<file path="src/rtl/core/hkc_pkg.sv">
// Hangul keypad syllable composer package: composition modes, jamo code
// table, multi-tap tables and their lookup functions. No dependencies.
package hkc_pkg;

   localparam int KeyWidth  = 6;
   localparam int SlotWidth = 7;
   localparam int CodeWidth = 16;

   localparam logic [1:0] KIND_JAMO  = 2'd0;
   localparam logic [1:0] KIND_SPACE = 2'd1;
   localparam logic [1:0] KIND_ENTER = 2'd2;
   localparam logic [1:0] KIND_BKSP  = 2'd3;

   localparam logic [2:0] MODE_EMPTY = 3'd0;
   localparam logic [2:0] MODE_CONS  = 3'd1;
   localparam logic [2:0] MODE_VOWEL = 3'd2;
   localparam logic [2:0] MODE_SYL   = 3'd3;
   localparam logic [2:0] MODE_FIN   = 3'd4;
   localparam logic [2:0] MODE_CMPD  = 3'd5;

   localparam logic [CodeWidth-1:0] SYL_BASE   = 16'hAC00;
   localparam logic [CodeWidth-1:0] SPACE_CODE = 16'h0020;
   localparam logic [SlotWidth-1:0] NO_FINAL   = 7'd40;
   localparam logic [SlotWidth-1:0] LAST_CONS  = 7'd18;
   localparam logic [SlotWidth-1:0] LAST_JAMO  = 7'd39;

   typedef struct packed {
      logic                 hit;
      logic [SlotWidth-1:0] value;
   } tap_type;

   typedef struct packed {
      logic                 hit;
      logic [SlotWidth-1:0] part_one;
      logic [SlotWidth-1:0] part_two;
   } split_type;

   localparam logic [CodeWidth-1:0] JAMO_UC [40] = '{
      16'h3131, 16'h3132, 16'h3134, 16'h3137, 16'h3138, 16'h3139, 16'h3141,
      16'h3142, 16'h3143, 16'h3145, 16'h3146, 16'h3147, 16'h3148, 16'h3149,
      16'h314A, 16'h314B, 16'h314C, 16'h314D, 16'h314E,
      16'h314F, 16'h3150, 16'h3151, 16'h3152, 16'h3153, 16'h3154, 16'h3155,
      16'h3156, 16'h3157, 16'h3158, 16'h3159, 16'h315A, 16'h315B, 16'h315C,
      16'h315D, 16'h315E, 16'h315F, 16'h3160, 16'h3161, 16'h3162, 16'h3163
   };

   localparam int KEY_TO_FIN [19] = '{
      41, 42, 44, 47, 0, 48, 56, 57, 0, 59, 60, 61, 62, 0, 63, 64, 65, 66, 67
   };

   localparam int TAP_INI [14][3] = '{
      '{0, 0, 15}, '{15, 0, 1}, '{1, 0, 0},
      '{3, 3, 16}, '{16, 3, 4}, '{4, 3, 3},
      '{7, 7, 17}, '{17, 7, 8}, '{8, 7, 7},
      '{9, 9, 10}, '{10, 9, 9},
      '{12, 12, 14}, '{14, 12, 13}, '{13, 12, 12}
   };

   localparam int TAP_VOW [21][3] = '{
      '{19, 19, 21}, '{21, 19, 19}, '{19, 39, 20}, '{21, 39, 22},
      '{23, 23, 25}, '{25, 23, 23}, '{23, 39, 24}, '{25, 39, 26},
      '{27, 27, 31}, '{31, 27, 27}, '{27, 19, 28}, '{28, 39, 29},
      '{27, 39, 30}, '{32, 32, 36}, '{36, 32, 32}, '{32, 23, 33},
      '{33, 39, 34}, '{32, 39, 35}, '{39, 39, 37}, '{37, 39, 38},
      '{38, 39, 39}
   };

   localparam int TAP_FIN [22][3] = '{
      '{41, 41, 64}, '{64, 41, 42}, '{42, 41, 41}, '{41, 59, 43},
      '{44, 62, 45}, '{44, 67, 46}, '{47, 47, 65}, '{65, 47, 47},
      '{48, 41, 49}, '{48, 56, 50}, '{48, 57, 51}, '{51, 57, 54},
      '{48, 59, 52}, '{48, 47, 53}, '{48, 67, 55}, '{57, 57, 66},
      '{66, 57, 57}, '{57, 59, 58}, '{59, 59, 60}, '{60, 59, 59},
      '{62, 62, 63}, '{63, 62, 62}
   };

   localparam int SPLIT_FIN [13][3] = '{
      '{41, 41, 42}, '{41, 59, 43}, '{44, 62, 45}, '{44, 67, 46},
      '{48, 41, 49}, '{48, 56, 50}, '{48, 57, 51}, '{48, 66, 54},
      '{48, 59, 52}, '{48, 65, 53}, '{48, 67, 55}, '{57, 59, 58},
      '{59, 59, 60}
   };

   function automatic logic [CodeWidth-1:0] jamo_code(input logic [SlotWidth-1:0] idx);
      logic [CodeWidth-1:0] r;
      r = '0;
      if (idx <= LAST_JAMO) begin
         r = JAMO_UC[idx[5:0]];
      end
      return r;
   endfunction

   function automatic logic [SlotWidth-1:0] key_to_fin(input logic [SlotWidth-1:0] key);
      logic [SlotWidth-1:0] r;
      r = '0;
      if (key <= LAST_CONS) begin
         r = SlotWidth'(KEY_TO_FIN[key[4:0]]);
      end
      return r;
   endfunction

   function automatic logic [SlotWidth-1:0] fin_to_ini(input logic [SlotWidth-1:0] f);
      logic [SlotWidth-1:0] r;
      case (f)
         7'd42:   r = 7'd1;
         7'd44:   r = 7'd2;
         7'd47:   r = 7'd3;
         7'd48:   r = 7'd5;
         7'd56:   r = 7'd6;
         7'd57:   r = 7'd7;
         7'd59:   r = 7'd9;
         7'd60:   r = 7'd10;
         7'd61:   r = 7'd11;
         7'd62:   r = 7'd12;
         7'd63:   r = 7'd14;
         7'd64:   r = 7'd15;
         7'd65:   r = 7'd16;
         7'd66:   r = 7'd17;
         7'd67:   r = 7'd18;
         default: r = 7'd0;
      endcase
      return r;
   endfunction

   function automatic tap_type tap_ini(input logic [SlotWidth-1:0] slot,
                                       input logic [SlotWidth-1:0] key);
      tap_type r;
      r = '0;
      for (int i = 13; i >= 0; i--) begin
         if (slot == SlotWidth'(TAP_INI[i][0]) && key == SlotWidth'(TAP_INI[i][1])) begin
            r.hit   = 1'b1;
            r.value = SlotWidth'(TAP_INI[i][2]);
         end
      end
      return r;
   endfunction

   function automatic tap_type tap_vow(input logic [SlotWidth-1:0] slot,
                                       input logic [SlotWidth-1:0] key);
      tap_type r;
      r = '0;
      for (int i = 20; i >= 0; i--) begin
         if (slot == SlotWidth'(TAP_VOW[i][0]) && key == SlotWidth'(TAP_VOW[i][1])) begin
            r.hit   = 1'b1;
            r.value = SlotWidth'(TAP_VOW[i][2]);
         end
      end
      return r;
   endfunction

   function automatic tap_type tap_fin(input logic [SlotWidth-1:0] slot,
                                       input logic [SlotWidth-1:0] fin);
      tap_type r;
      r = '0;
      for (int i = 21; i >= 0; i--) begin
         if (slot == SlotWidth'(TAP_FIN[i][0]) && fin == SlotWidth'(TAP_FIN[i][1])) begin
            r.hit   = 1'b1;
            r.value = SlotWidth'(TAP_FIN[i][2]);
         end
      end
      return r;
   endfunction

   function automatic split_type split_fin(input logic [SlotWidth-1:0] fin);
      split_type r;
      r = '0;
      for (int i = 12; i >= 0; i--) begin
         if (fin == SlotWidth'(SPLIT_FIN[i][2])) begin
            r.hit      = 1'b1;
            r.part_one = SlotWidth'(SPLIT_FIN[i][0]);
            r.part_two = SlotWidth'(SPLIT_FIN[i][1]);
         end
      end
      return r;
   endfunction

   // base + ini*588 + vow*28 + fin - 572, modulo 2^16
   function automatic logic [CodeWidth-1:0] syllable(input logic [SlotWidth-1:0] ini,
                                                      input logic [SlotWidth-1:0] vow,
                                                      input logic [SlotWidth-1:0] fin);
      logic [CodeWidth-1:0] a;
      logic [CodeWidth-1:0] b;
      a = CodeWidth'(ini) * 16'd588;
      b = CodeWidth'(vow) * 16'd28;
      return SYL_BASE + a + b + CodeWidth'(fin) - 16'd572;
   endfunction

endpackage

</file>
<file path="src/rtl/core/hangul_keypad_syllable_composer.sv">
// Hangul keypad syllable composer: composition state machine and result register.
// Depends on hkc_pkg for modes, jamo tables and lookup functions.
//
//   channel | ports                          | direction
//   req     | req_valid/ready, kind, jamo_key| in
//   rsp     | rsp_valid/ready, commit_char,  | out
//           | newline, erase_previous,       |
//           | preview_char                   |
//
// One request per cycle while no response is stalled; its response appears in the following cycle.
// The next state is computed combinationally: lookups are small constant tables.
// Reset empties the composition and drops any pending response.
// A stalled response holds req_ready low only while it is not being taken.
module hangul_keypad_syllable_composer (
   input  logic                          clock,
   input  logic                          reset,
   input  logic                          req_valid,
   output logic                          req_ready,
   input  logic [1:0]                    req_kind,
   input  logic [hkc_pkg::KeyWidth-1:0]  req_jamo_key,
   output logic                          rsp_valid,
   input  logic                          rsp_ready,
   output logic [hkc_pkg::CodeWidth-1:0] rsp_commit_char,
   output logic                          rsp_newline,
   output logic                          rsp_erase_previous,
   output logic [hkc_pkg::CodeWidth-1:0] rsp_preview_char
);
   import hkc_pkg::*;

   logic                 rsp_valid_ff, rsp_valid_in;
   logic [2:0]           mode_ff, mode_in;
   logic [SlotWidth-1:0] ini_ff, ini_in;
   logic [SlotWidth-1:0] vow_ff, vow_in;
   logic [SlotWidth-1:0] fin_ff, fin_in;
   logic [CodeWidth-1:0] preview_ff, preview_in;
   logic [CodeWidth-1:0] commit_ff, commit_in;
   logic                 newline_ff, newline_in;
   logic                 erase_ff, erase_in;

   logic                 accept;
   logic [SlotWidth-1:0] key;
   logic                 is_vow;
   logic [SlotWidth-1:0] kf;
   logic [CodeWidth-1:0] syl_open;
   tap_type              t_ini;
   tap_type              t_vow_ini;
   tap_type              t_vow_vow;
   tap_type              t_fin;
   split_type            sp;

   assign req_ready = !rsp_valid_ff || rsp_ready;
   assign accept    = req_valid && req_ready;
   assign key       = SlotWidth'(req_jamo_key);
   assign is_vow    = key > LAST_CONS;
   assign kf        = key_to_fin(key);
   assign syl_open  = syllable(ini_ff, vow_ff, NO_FINAL);
   assign t_ini     = tap_ini(ini_ff, key);
   assign t_vow_ini = tap_vow(ini_ff, key);
   assign t_vow_vow = tap_vow(vow_ff, key);
   assign t_fin     = tap_fin(fin_ff, kf);
   assign sp        = split_fin(fin_ff);

   always_comb begin
      mode_in    = mode_ff;
      ini_in     = ini_ff;
      vow_in     = vow_ff;
      fin_in     = fin_ff;
      preview_in = preview_ff;
      commit_in  = '0;
      newline_in = 1'b0;
      erase_in   = 1'b0;
      rsp_valid_in = rsp_valid_ff && !rsp_ready;
      if (accept) begin
         rsp_valid_in = 1'b1;
         case (req_kind)
            KIND_SPACE: begin
               mode_in    = MODE_EMPTY;
               commit_in  = (preview_ff != '0) ? preview_ff : SPACE_CODE;
               preview_in = '0;
            end
            KIND_ENTER: begin
               mode_in    = MODE_EMPTY;
               commit_in  = preview_ff;
               newline_in = 1'b1;
               preview_in = '0;
            end
            KIND_BKSP: begin
               mode_in = MODE_EMPTY;
               if (preview_ff == '0) begin
                  erase_in = 1'b1;
               end else if (mode_ff == MODE_SYL) begin
                  preview_in = jamo_code(ini_ff);
                  mode_in    = MODE_CONS;
               end else if (mode_ff == MODE_FIN || mode_ff == MODE_CMPD) begin
                  if (sp.hit) begin
                     fin_in     = sp.part_one;
                     preview_in = syllable(ini_ff, vow_ff, sp.part_one);
                     mode_in    = MODE_CMPD;
                  end else begin
                     preview_in = syl_open;
                     mode_in    = MODE_SYL;
                  end
               end else begin
                  preview_in = '0;
               end
            end
            default: begin
               if (key <= LAST_JAMO) begin
                  unique case (mode_ff)
                     MODE_CONS: begin
                        if (is_vow) begin
                           vow_in  = key;
                           mode_in = MODE_SYL;
                        end else if (t_ini.hit) begin
                           ini_in = t_ini.value;
                        end else begin
                           commit_in = jamo_code(ini_ff);
                           ini_in    = key;
                        end
                     end
                     MODE_VOWEL: begin
                        if (is_vow && t_vow_ini.hit) begin
                           ini_in = t_vow_ini.value;
                        end else begin
                           commit_in = jamo_code(ini_ff);
                           ini_in    = key;
                           if (!is_vow) begin
                              mode_in = MODE_CONS;
                           end
                        end
                     end
                     MODE_SYL: begin
                        if (is_vow) begin
                           if (t_vow_vow.hit) begin
                              vow_in = t_vow_vow.value;
                           end else begin
                              commit_in = syl_open;
                              ini_in    = key;
                              mode_in   = MODE_VOWEL;
                           end
                        end else if (kf != '0) begin
                           fin_in  = kf;
                           mode_in = MODE_FIN;
                        end else begin
                           commit_in = syl_open;
                           ini_in    = key;
                           mode_in   = MODE_CONS;
                        end
                     end
                     MODE_FIN, MODE_CMPD: begin
                        if (is_vow) begin
                           vow_in  = key;
                           mode_in = MODE_SYL;
                           if (mode_ff == MODE_CMPD && sp.hit) begin
                              commit_in = syllable(ini_ff, vow_ff, sp.part_one);
                              ini_in    = fin_to_ini(sp.part_two);
                           end else begin
                              commit_in = syl_open;
                              ini_in    = fin_to_ini(fin_ff);
                           end
                        end else if (kf != '0 && t_fin.hit) begin
                           fin_in  = t_fin.value;
                           mode_in = MODE_CMPD;
                        end else begin
                           commit_in = syllable(ini_ff, vow_ff, fin_ff);
                           ini_in    = key;
                           mode_in   = MODE_CONS;
                        end
                     end
                     default: begin
                        ini_in  = key;
                        mode_in = is_vow ? MODE_VOWEL : MODE_CONS;
                     end
                  endcase
                  if (mode_in == MODE_SYL) begin
                     preview_in = syllable(ini_in, vow_in, NO_FINAL);
                  end else if (mode_in == MODE_FIN || mode_in == MODE_CMPD) begin
                     preview_in = syllable(ini_in, vow_in, fin_in);
                  end else begin
                     preview_in = jamo_code(ini_in);
                  end
               end
            end
         endcase
      end
   end

   always_ff @(posedge clock) begin
      if (reset) begin
         rsp_valid_ff <= 1'b0;
         mode_ff      <= MODE_EMPTY;
         ini_ff       <= '0;
         vow_ff       <= '0;
         fin_ff       <= '0;
         preview_ff   <= '0;
      end else begin
         rsp_valid_ff <= rsp_valid_in;
         mode_ff      <= mode_in;
         ini_ff       <= ini_in;
         vow_ff       <= vow_in;
         fin_ff       <= fin_in;
         preview_ff   <= preview_in;
      end
   end

   always_ff @(posedge clock) begin
      if (accept) begin
         commit_ff  <= commit_in;
         newline_ff <= newline_in;
         erase_ff   <= erase_in;
      end
   end

   assign rsp_valid          = rsp_valid_ff;
   assign rsp_commit_char    = commit_ff;
   assign rsp_newline        = newline_ff;
   assign rsp_erase_previous = erase_ff;
   assign rsp_preview_char   = preview_ff;

endmodule

</file>
<file path="config.mk">
export PLATFORM = sky130hd
export DESIGN_NAME = hangul_keypad_syllable_composer
export DESIGN_NICKNAME = d
export VERILOG_FILES = /design/src/rtl/core/hkc_pkg.sv /design/src/rtl/core/hangul_keypad_syllable_composer.sv
export SDC_FILE = /design/constraint.sdc
export NUM_CORES = 1
export LEC_CHECK = 0
export ABC_CLOCK_PERIOD_IN_PS = 9100
export BUFFER_PORTS_ARGS = -buffer_cell sky130_fd_sc_hd__buf_2
export CAP_MARGIN = 20
export CORE_UTILIZATION = 59
export DETAILED_ROUTE_END_ITERATION = 10
export GPL_TIMING_DRIVEN = 0
export PLACE_DENSITY = 0.9
export SLEW_MARGIN = 20
export SYNTH_ARGS = -nofsm -noshare
export SYNTH_HDL_FRONTEND = slang
export SYNTH_SLANG_ARGS = --single-unit
</file>
<file path="constraint.sdc">
create_clock -name clock -period 9.1 [get_ports clock]
set_input_delay 0.455 -clock clock [delete_from_list [all_inputs] [get_ports clock]]
set_output_delay 0.455 -clock clock [all_outputs]
set_load 0.005 [all_outputs]
</file>
After elaboration in Yosys (flattened, before gate mapping)
Memory sizes are Yosys's and may differ from the RTL's.
Index checks and enable logic that the tools add are counted.
{ "totals": {"elab_cells": 437, "latchBits": 0, "ram_bits": 0, "reg_bits": 59, "mem_count": 3, "romBits": 3072} }
{ "classes": {"shifts": 0, "n_mux": 179, "div": 0, "addsub": 14, "n_bitwise": 5, "eq_ne": 112, "n_mul": 4, "magnitude_cmp": 8, "n_reduce_logical": 103} }
{ "memory_table": {"columns": ["memory", "words", "word_bits", "read_ports", "rd_clocked_by_memory_dff", "write_ports", "line", "rtl"], "rows": [
  ["(no name shown)", 64, 16, 1, 0, 0, "hkc_pkg.sv:88", "r = JAMO_UC[idx[5:0]];"],
  ["(no name shown)", 64, 16, 1, 0, 0, "hkc_pkg.sv:88", null],
  ["(no name shown)", 32, 32, 1, 0, 0, "hkc_pkg.sv:97", "r = SlotWidth'(KEY_TO_FIN[key[4:0]]);"]
]} }
{ "ops": {"columns": ["operator", "n"], "rows": [
  ["8-bit 2-to-1 mux", 78],
  ["16-bit 2-to-1 mux", 24],
  ["7-bit by 6-bit equality test with 1-bit output, second input constant", 52],
  ["7-bit 2-to-1 mux", 33],
  ["15-bit 2-to-1 mux", 13],
  ["5-bit one-hot mux with 15 select lines", 2],
  ["7-bit by 5-bit equality test with 1-bit output, second input constant", 16],
  ["1-bit logical AND", 83],
  ["16-bit by 10-bit subtractor with 16-bit output, second input constant", 5],
  ["16-bit one-hot mux with 4 select lines", 1],
  ["7-bit equality test, second input constant", 9],
  ["7-bit by 4-bit equality test with 1-bit output, second input constant", 7],
  ["16-bit by 7-bit adder with 16-bit output", 3],
  ["3-bit 2-to-1 mux", 16],
  ["16-bit one-hot mux with 3 select lines", 1],
  ["7-bit one-hot mux with 2 select lines", 3],
  ["16-bit by 12-bit adder with 16-bit output", 2],
  ["16-bit adder, first input constant", 2],
  ["16-bit by 6-bit adder with 16-bit output, second input constant", 2],
  ["16-bit one-hot mux with 2 select lines", 1],
  ["7-bit by 8-bit multiplier with 14-bit output, second input constant", 2],
  ["7-bit one-hot mux with 4 select lines", 1],
  ["7-bit by 3-bit multiplier with 10-bit output, second input constant", 2],
  ["6-bit by 5-bit equality test with 1-bit output, second input constant", 3],
  ["39 further kinds", 64]
]} }

Logic depth before layout (Yosys ltp)
{ "depth": {"depth_word": 45, "depth_mapped": 42, "depth_no_buf": 39} }

Worst setup path before layout
Ideal clock, no wire load.
{ "synth_timing": {"path_kind": "input to register", "start": "input req_jamo_key[0] in the netlist's numbering", "end": "register preview_ff[15] (netlist: rsp_preview_char[15])", "setup_ns": 0.091, "stages": 40, "slack_ns": 0.420, "required_time_ns": 9.009, "n_path_buf": 3, "arrival_ns": 8.589, "path_cell_list": "buf_2 -> inv_1 -> ha_1 -> buf_2 -> o211a_1 -> a221o_1 -> o2111ai_1 -> nor2_1 -> a221o_1 -> nor4_4 -> buf_6 -> nand2_2 -> a311oi_4 -> inv_2 -> ha_1 -> inv_1 -> ha_1 -> ha_1 -> [... 4 more ...] -> o21ai_0 -> nor2_1 -> xor2_1 -> ha_1 -> inv_1 -> ha_1 -> nand2_1 -> o31ai_1 -> xor2_1 -> inv_1 -> ha_1 -> a21o_1 -> a41o_1 -> maj3_1 -> a21oi_1 -> xnor2_1 -> nand2_1 -> a311oi_1"} }
{ "synth_via": {"elab_chain_len": 45, "word_cells_on_any_way": 248, "cone_classes": "add/sub: 6; mul: 2; order compare: 4; eq/ne: 19; mux: 128; bitwise: 2; reduce/logical: 85; memory: 2"} }
{ "synth_lines": {"columns": ["item", "line", "rtl"], "rows": [
  ["from (decl)", "hangul_keypad_syllable_composer.sv:20", "input logic [hkc_pkg::KeyWidth-1:0] req_jamo_key,"],
  ["5-bit inverter with 6-bit output (implied by the code)", "hkc_pkg.sv:97", null],
  ["memory read 32 x 32 bit", null, null],
  ["7-bit 2-to-1 mux (implied by the code) (2 in a row)", "hkc_pkg.sv:97", null],
  ["7-bit 2-to-1 mux", "hkc_pkg.sv:96", "if (key <= LAST_CONS) begin"],
  ["7-bit by 6-bit equality test with 1-bit output", "hkc_pkg.sv:156", "if (slot == SlotWidth'(TAP_FIN[i][0]) && fin == SlotWidth'(TAP_FIN[i][1])) begin"],
  ["1-bit logical AND", "hkc_pkg.sv:156", null],
  ["8-bit 2-to-1 mux (22 in a row)", "hkc_pkg.sv:156", null],
  ["1-bit logical AND", "hangul_keypad_syllable_composer.sv:161", "end else if (kf != '0 && t_fin.hit) begin"],
  ["[... 7 more ...]", null, null],
  ["16-bit adder or memory read 64 x 16 bit (tied branches)", null, null],
  ["16-bit by 12-bit adder with 16-bit output or 16-bit 2-to-1 mux (tied branches)", "hkc_pkg.sv:185, hkc_pkg.sv:88", null],
  ["16-bit by 7-bit adder with 16-bit output or 16-bit 2-to-1 mux (tied branches)", "hkc_pkg.sv:185, hkc_pkg.sv:88", null],
  ["16-bit by 10-bit subtractor with 16-bit output or 16-bit 2-to-1 mux (tied branches)", "hkc_pkg.sv:185, hkc_pkg.sv:87", null],
  ["16-bit 2-to-1 mux", "hangul_keypad_syllable_composer.sv:177", "end else if (mode_in == MODE_FIN || mode_in == MODE_CMPD) begin"],
  ["16-bit 2-to-1 mux", "hangul_keypad_syllable_composer.sv:175", "if (mode_in == MODE_SYL) begin"],
  ["16-bit 2-to-1 mux", "hangul_keypad_syllable_composer.sv:108", "if (key <= LAST_JAMO) begin"],
  ["16-bit one-hot mux with 2 select lines", "hangul_keypad_syllable_composer.sv:75", "case (req_kind)"],
  ["to (signal assigned)", "hangul_keypad_syllable_composer.sv:202", "preview_ff <= preview_in;"],
  ["to (decl)", "hangul_keypad_syllable_composer.sv:35", "logic [CodeWidth-1:0] preview_ff, preview_in;"]
]} }
Parallel ways exist; a longest one is shown, timed or not. The select of a mux whose other input is x is not followed.
A chain may end at the register's enable or synchronous reset.

Final worst setup path
{ "layout_timing": {"start": "input req_jamo_key[1] in the netlist's numbering", "end": "register preview_ff[15] (netlist: rsp_preview_char[15])"} }
Same word-level chain as after synthesis.

==> impl_metrics.ini <==
[finish]
final_cell_count_no_fill = 2310
regArea_um2 = 1378
fillCellCount = 1980
syn2layout_area_growth_pct = 11.54
final_nets = 2263
multi_input_area_um2 = 12200
final_cell_mix = 231 x ha_1, 186 x nor2_1, 153 x a21oi_1, 136 x inv_1, 136 x nand2_1
layout-drive-gt1-share_pct = 11.91
layout_commonest_cell = ha_1

[global_route]
grt_max_degree = 21
grtUsageTotal_pct = 43.84
globalRouteMet3Util_pct = 8.535
grt_pass1_vias = 15140
grt_pass1_wl_mm = 83.47
busiest_layer = met2
use_met2_pct = 69.46
grt.met1_usage_pct = 55.55
grt_overflow = 0
grt_antenna_before_repair = 1

[worst_setup_path]
cp.arrival_ps = 9250
endpoint_kind = flip-flop
critPathSlowestCell = o32ai_4
cp-start-kind = input port
crit_top_cell = ha_1
worstRegToRegCells = 37
critPathMaxFanout = 10
cp_slowest_stage_delay_ps = 510
required_ps = 9360
r2r-start = vow_ff[2]
crit_type = input port to flip-flop
reg2reg_slack_ps = 140
timing.rr.end = rsp_preview_char[15]

[floorplanning]
core-area_um2 = 23540
dieArea_um2 = 24670
pin_count = 48
placementRows = 56
initial_utilization_pct = 60.27
die-width_um = 157.1
die_h_um = 157.1

[timing]
worstMarginPinSlew_ps = 1132
setup_viol = 0
post-route-period-util_pct = 98.86
fin_tns_setup_ps = 0
hold_viol = 0
timing.final.crit_period_ps = 8996
final-max-slew-violation-count = 0
relSlewSlack_pct = 23.75
clock_skew_ps = 8.680
max_freq_ghz = 0.1112

[place]
hpwl_mm = 42.51
numPortBuffers = 46
globalplace.congestion = 1.047
dp.cells = 2264

[synth]
synth-seq-cells = 59
synth_area_um2 = 14190
synthArstFlopShare_pct = 0
syn-num-nets = 2176
post_synth.cell_area_avg_um2 = 7.472
postSynthCellCount = 1899
synth.distinct_cells = 103
seq_area_frac_synth_pct = 9.594
synth_top_cell_area_share_pct = 21.16
synthTopCellsByArea = ha_1 21%, dfxtp_1 5.8%, a21oi_1 5.6%, nor2_1 4.9%, xnor2_1 4.3%
ys.warnings.count = 0
synth-main-ff-cell = dfxtp_1
synth-edff-count = 18
synth_largest_area_cell = ha_1

[clock_network]
hold_buffers = 0
numCtsBuffers = 9
h-tree-depth = 3
insertion_delay_ps = 350
root_buffer = clkbuf_16
cts.sinks = 59
clockBufferDepth = 2
cts_tree = built
clk_pin_slew_worst_paths_ps = 60

[min_path]
hold_end = rsp_valid
min_from = req_valid
hold-path-cell-count = 3
min_path_type = input port to flip-flop

[routing]
drt_iter0_markers = 2283
via_per_inst = 6.930
vias = 16010
ant_nets = 0
drc_errors = 0
wl_per_cell_um = 23.94
first_pass_iters = 9
drt_wl_total_mm = 55.29

[run_status]
outcome = finished, final reports clean

[pwr]
ir_drop_uv = 1233
p_leak_uw = 0.007008
pwr_density_cell_nw_per_um2 = 261.1

[flow_run]
drv_cap = 0
metal layers:
metal  vias up  part of all wire [%]  wire, µm
li1       7160                     -         -
met1      7558                    39     21680
met2      1047                    44     24440
met3       244                    10      5660
met4         0                   6.4      3514
met5         -                     0         0
metrics by stage:
step | utilization [%] | area (µm²) | hold WS, ps | total power (µW) | worst slack, ps
3_3_place_gp | 62.95 | 14820 | 511.3 | 3189 | -1360
5_1_grt | 67.22 | 15830 | 368.6 | 4448 | -103.8
3_5_place_dp | 62.95 | 14820 | 514.5 | 3318 | -1531
2_1_floorplan | - | 14190 | 486.2 | 2709 | 419.6
4_1_cts | 65.32 | 15380 | 350.8 | 3783 | 4.678
6_report | 67.23 | 15830 | 350.8 | 4132 | 103.9
worst max path at each step:
stage / cells after the start / slack (ps) / from / to
after floorplan: 40 / 420 / req_jamo_key[0] / rsp_preview_char[15]
after CTS: 38 / 5 / vow_ff[1] / rsp_preview_char[15]
final: 40 / 100 / req_jamo_key[1] / rsp_preview_char[15]
after global placement: 38 / -1360 / req_jamo_key[0] / rsp_preview_char[15]
after detailed placement: 38 / -1530 / req_jamo_key[0] / rsp_preview_char[15]
after global routing: 40 / -100 / req_jamo_key[0] / rsp_preview_char[15]
cells in the mapped netlist, drive strengths merged (9+ instances only):
| cell | number |
|---|---|
| o221ai | 9 |
| nand3 | 42 |
| and3 | 12 |
| dfxtp | 41 |
| o31ai | 11 |
| a211oi | 33 |
| a221oi | 18 |
| mux2i | 11 |
| nor2b | 33 |
| xor2 | 28 |
| o21bai | 19 |
| a31oi | 16 |
| or3 | 9 |
| ha | 240 |
| o32ai | 9 |
| and2 | 14 |
| o21a | 21 |
| xnor2 | 70 |
| o22ai | 21 |
| a22oi | 13 |
| a21o | 32 |
| a211o | 10 |
| nor4 | 10 |
| nand2 | 139 |
| o211ai | 31 |
| fa | 25 |
| a21oi | 160 |
| a2111oi | 11 |
| clkbuf | 74 |
| buf | 27 |
| nor2 | 189 |
| inv | 144 |
| nor3 | 42 |
| o21ai | 113 |
| or2 | 10 |
| nand2b | 29 |
| edfxtp | 18 |
| nand4 | 12 |
cell type report:
class	count	share of cell area [%]
diodes	1	0.01581
plain buffers	96	3.107
clock buffers	9	1.423
clock inverters	6	0.5138
inverters	144	3.486
multi-input cells	1595	77.09
flip-flops and latches	59	8.704
well taps	319	2.522
repair buffers	81	3.138
logic make-up (layout without fill, tap and decap cells):
group / Yosys count / in the layout / synth area share (%)
buffers and inverters: 245 / 336 / 7.107
other: 0 / 1 / 0
multiplexers: 18 / 18 / 1.411
flip-flops: 59 / 59 / 9.594
XOR/XNOR: 100 / 100 / 6.366
adder cells (fa/ha/maj): 267 / 267 / 24.83
AO/OA/AOI/OAI: 627 / 627 / 30.36
AND/OR/NAND/NOR: 583 / 583 / 20.33
sequential cells by signal, summed over array words and instances, names as in the netlist:
register	flops
rsp_commit_char	16
rsp_erase_previous	1
vow_ff	7
ini_ff	7
mode_ff	3
fin_ff	7
rsp_valid	1
rsp_preview_char	16
rsp_newline	1
power by group:
group / internal [µW] / total, µW / switching [µW]
logic: 1490 / 3450 / 1950
registers: 291 / 316 / 24.7
clock network: 236 / 369 / 133
total: 2020 / 4130 / 2110
critical path, delay by kind of cell:
kind / cells / cell delay (ps)
xor gates and xnor gates: 3 / 560
adders and majority gates: 10 / 2790
AOI/OAI and AO/OA: 13 / 3130
buffers and inverters: 8 / 1240
and+or+nand+nor: 6 / 1060
repair_timing:
item / CTS / global route
gates resized for setup: 37 / 85
setup buffers: 17 / 18
endpoints found under the setup margin: 7 / 6
pin swaps: 9 / 15
cloned: 0 / 0
hold endpoints to repair: 0 / 0
No activity file was read; power rests on OpenSTA's default activity.
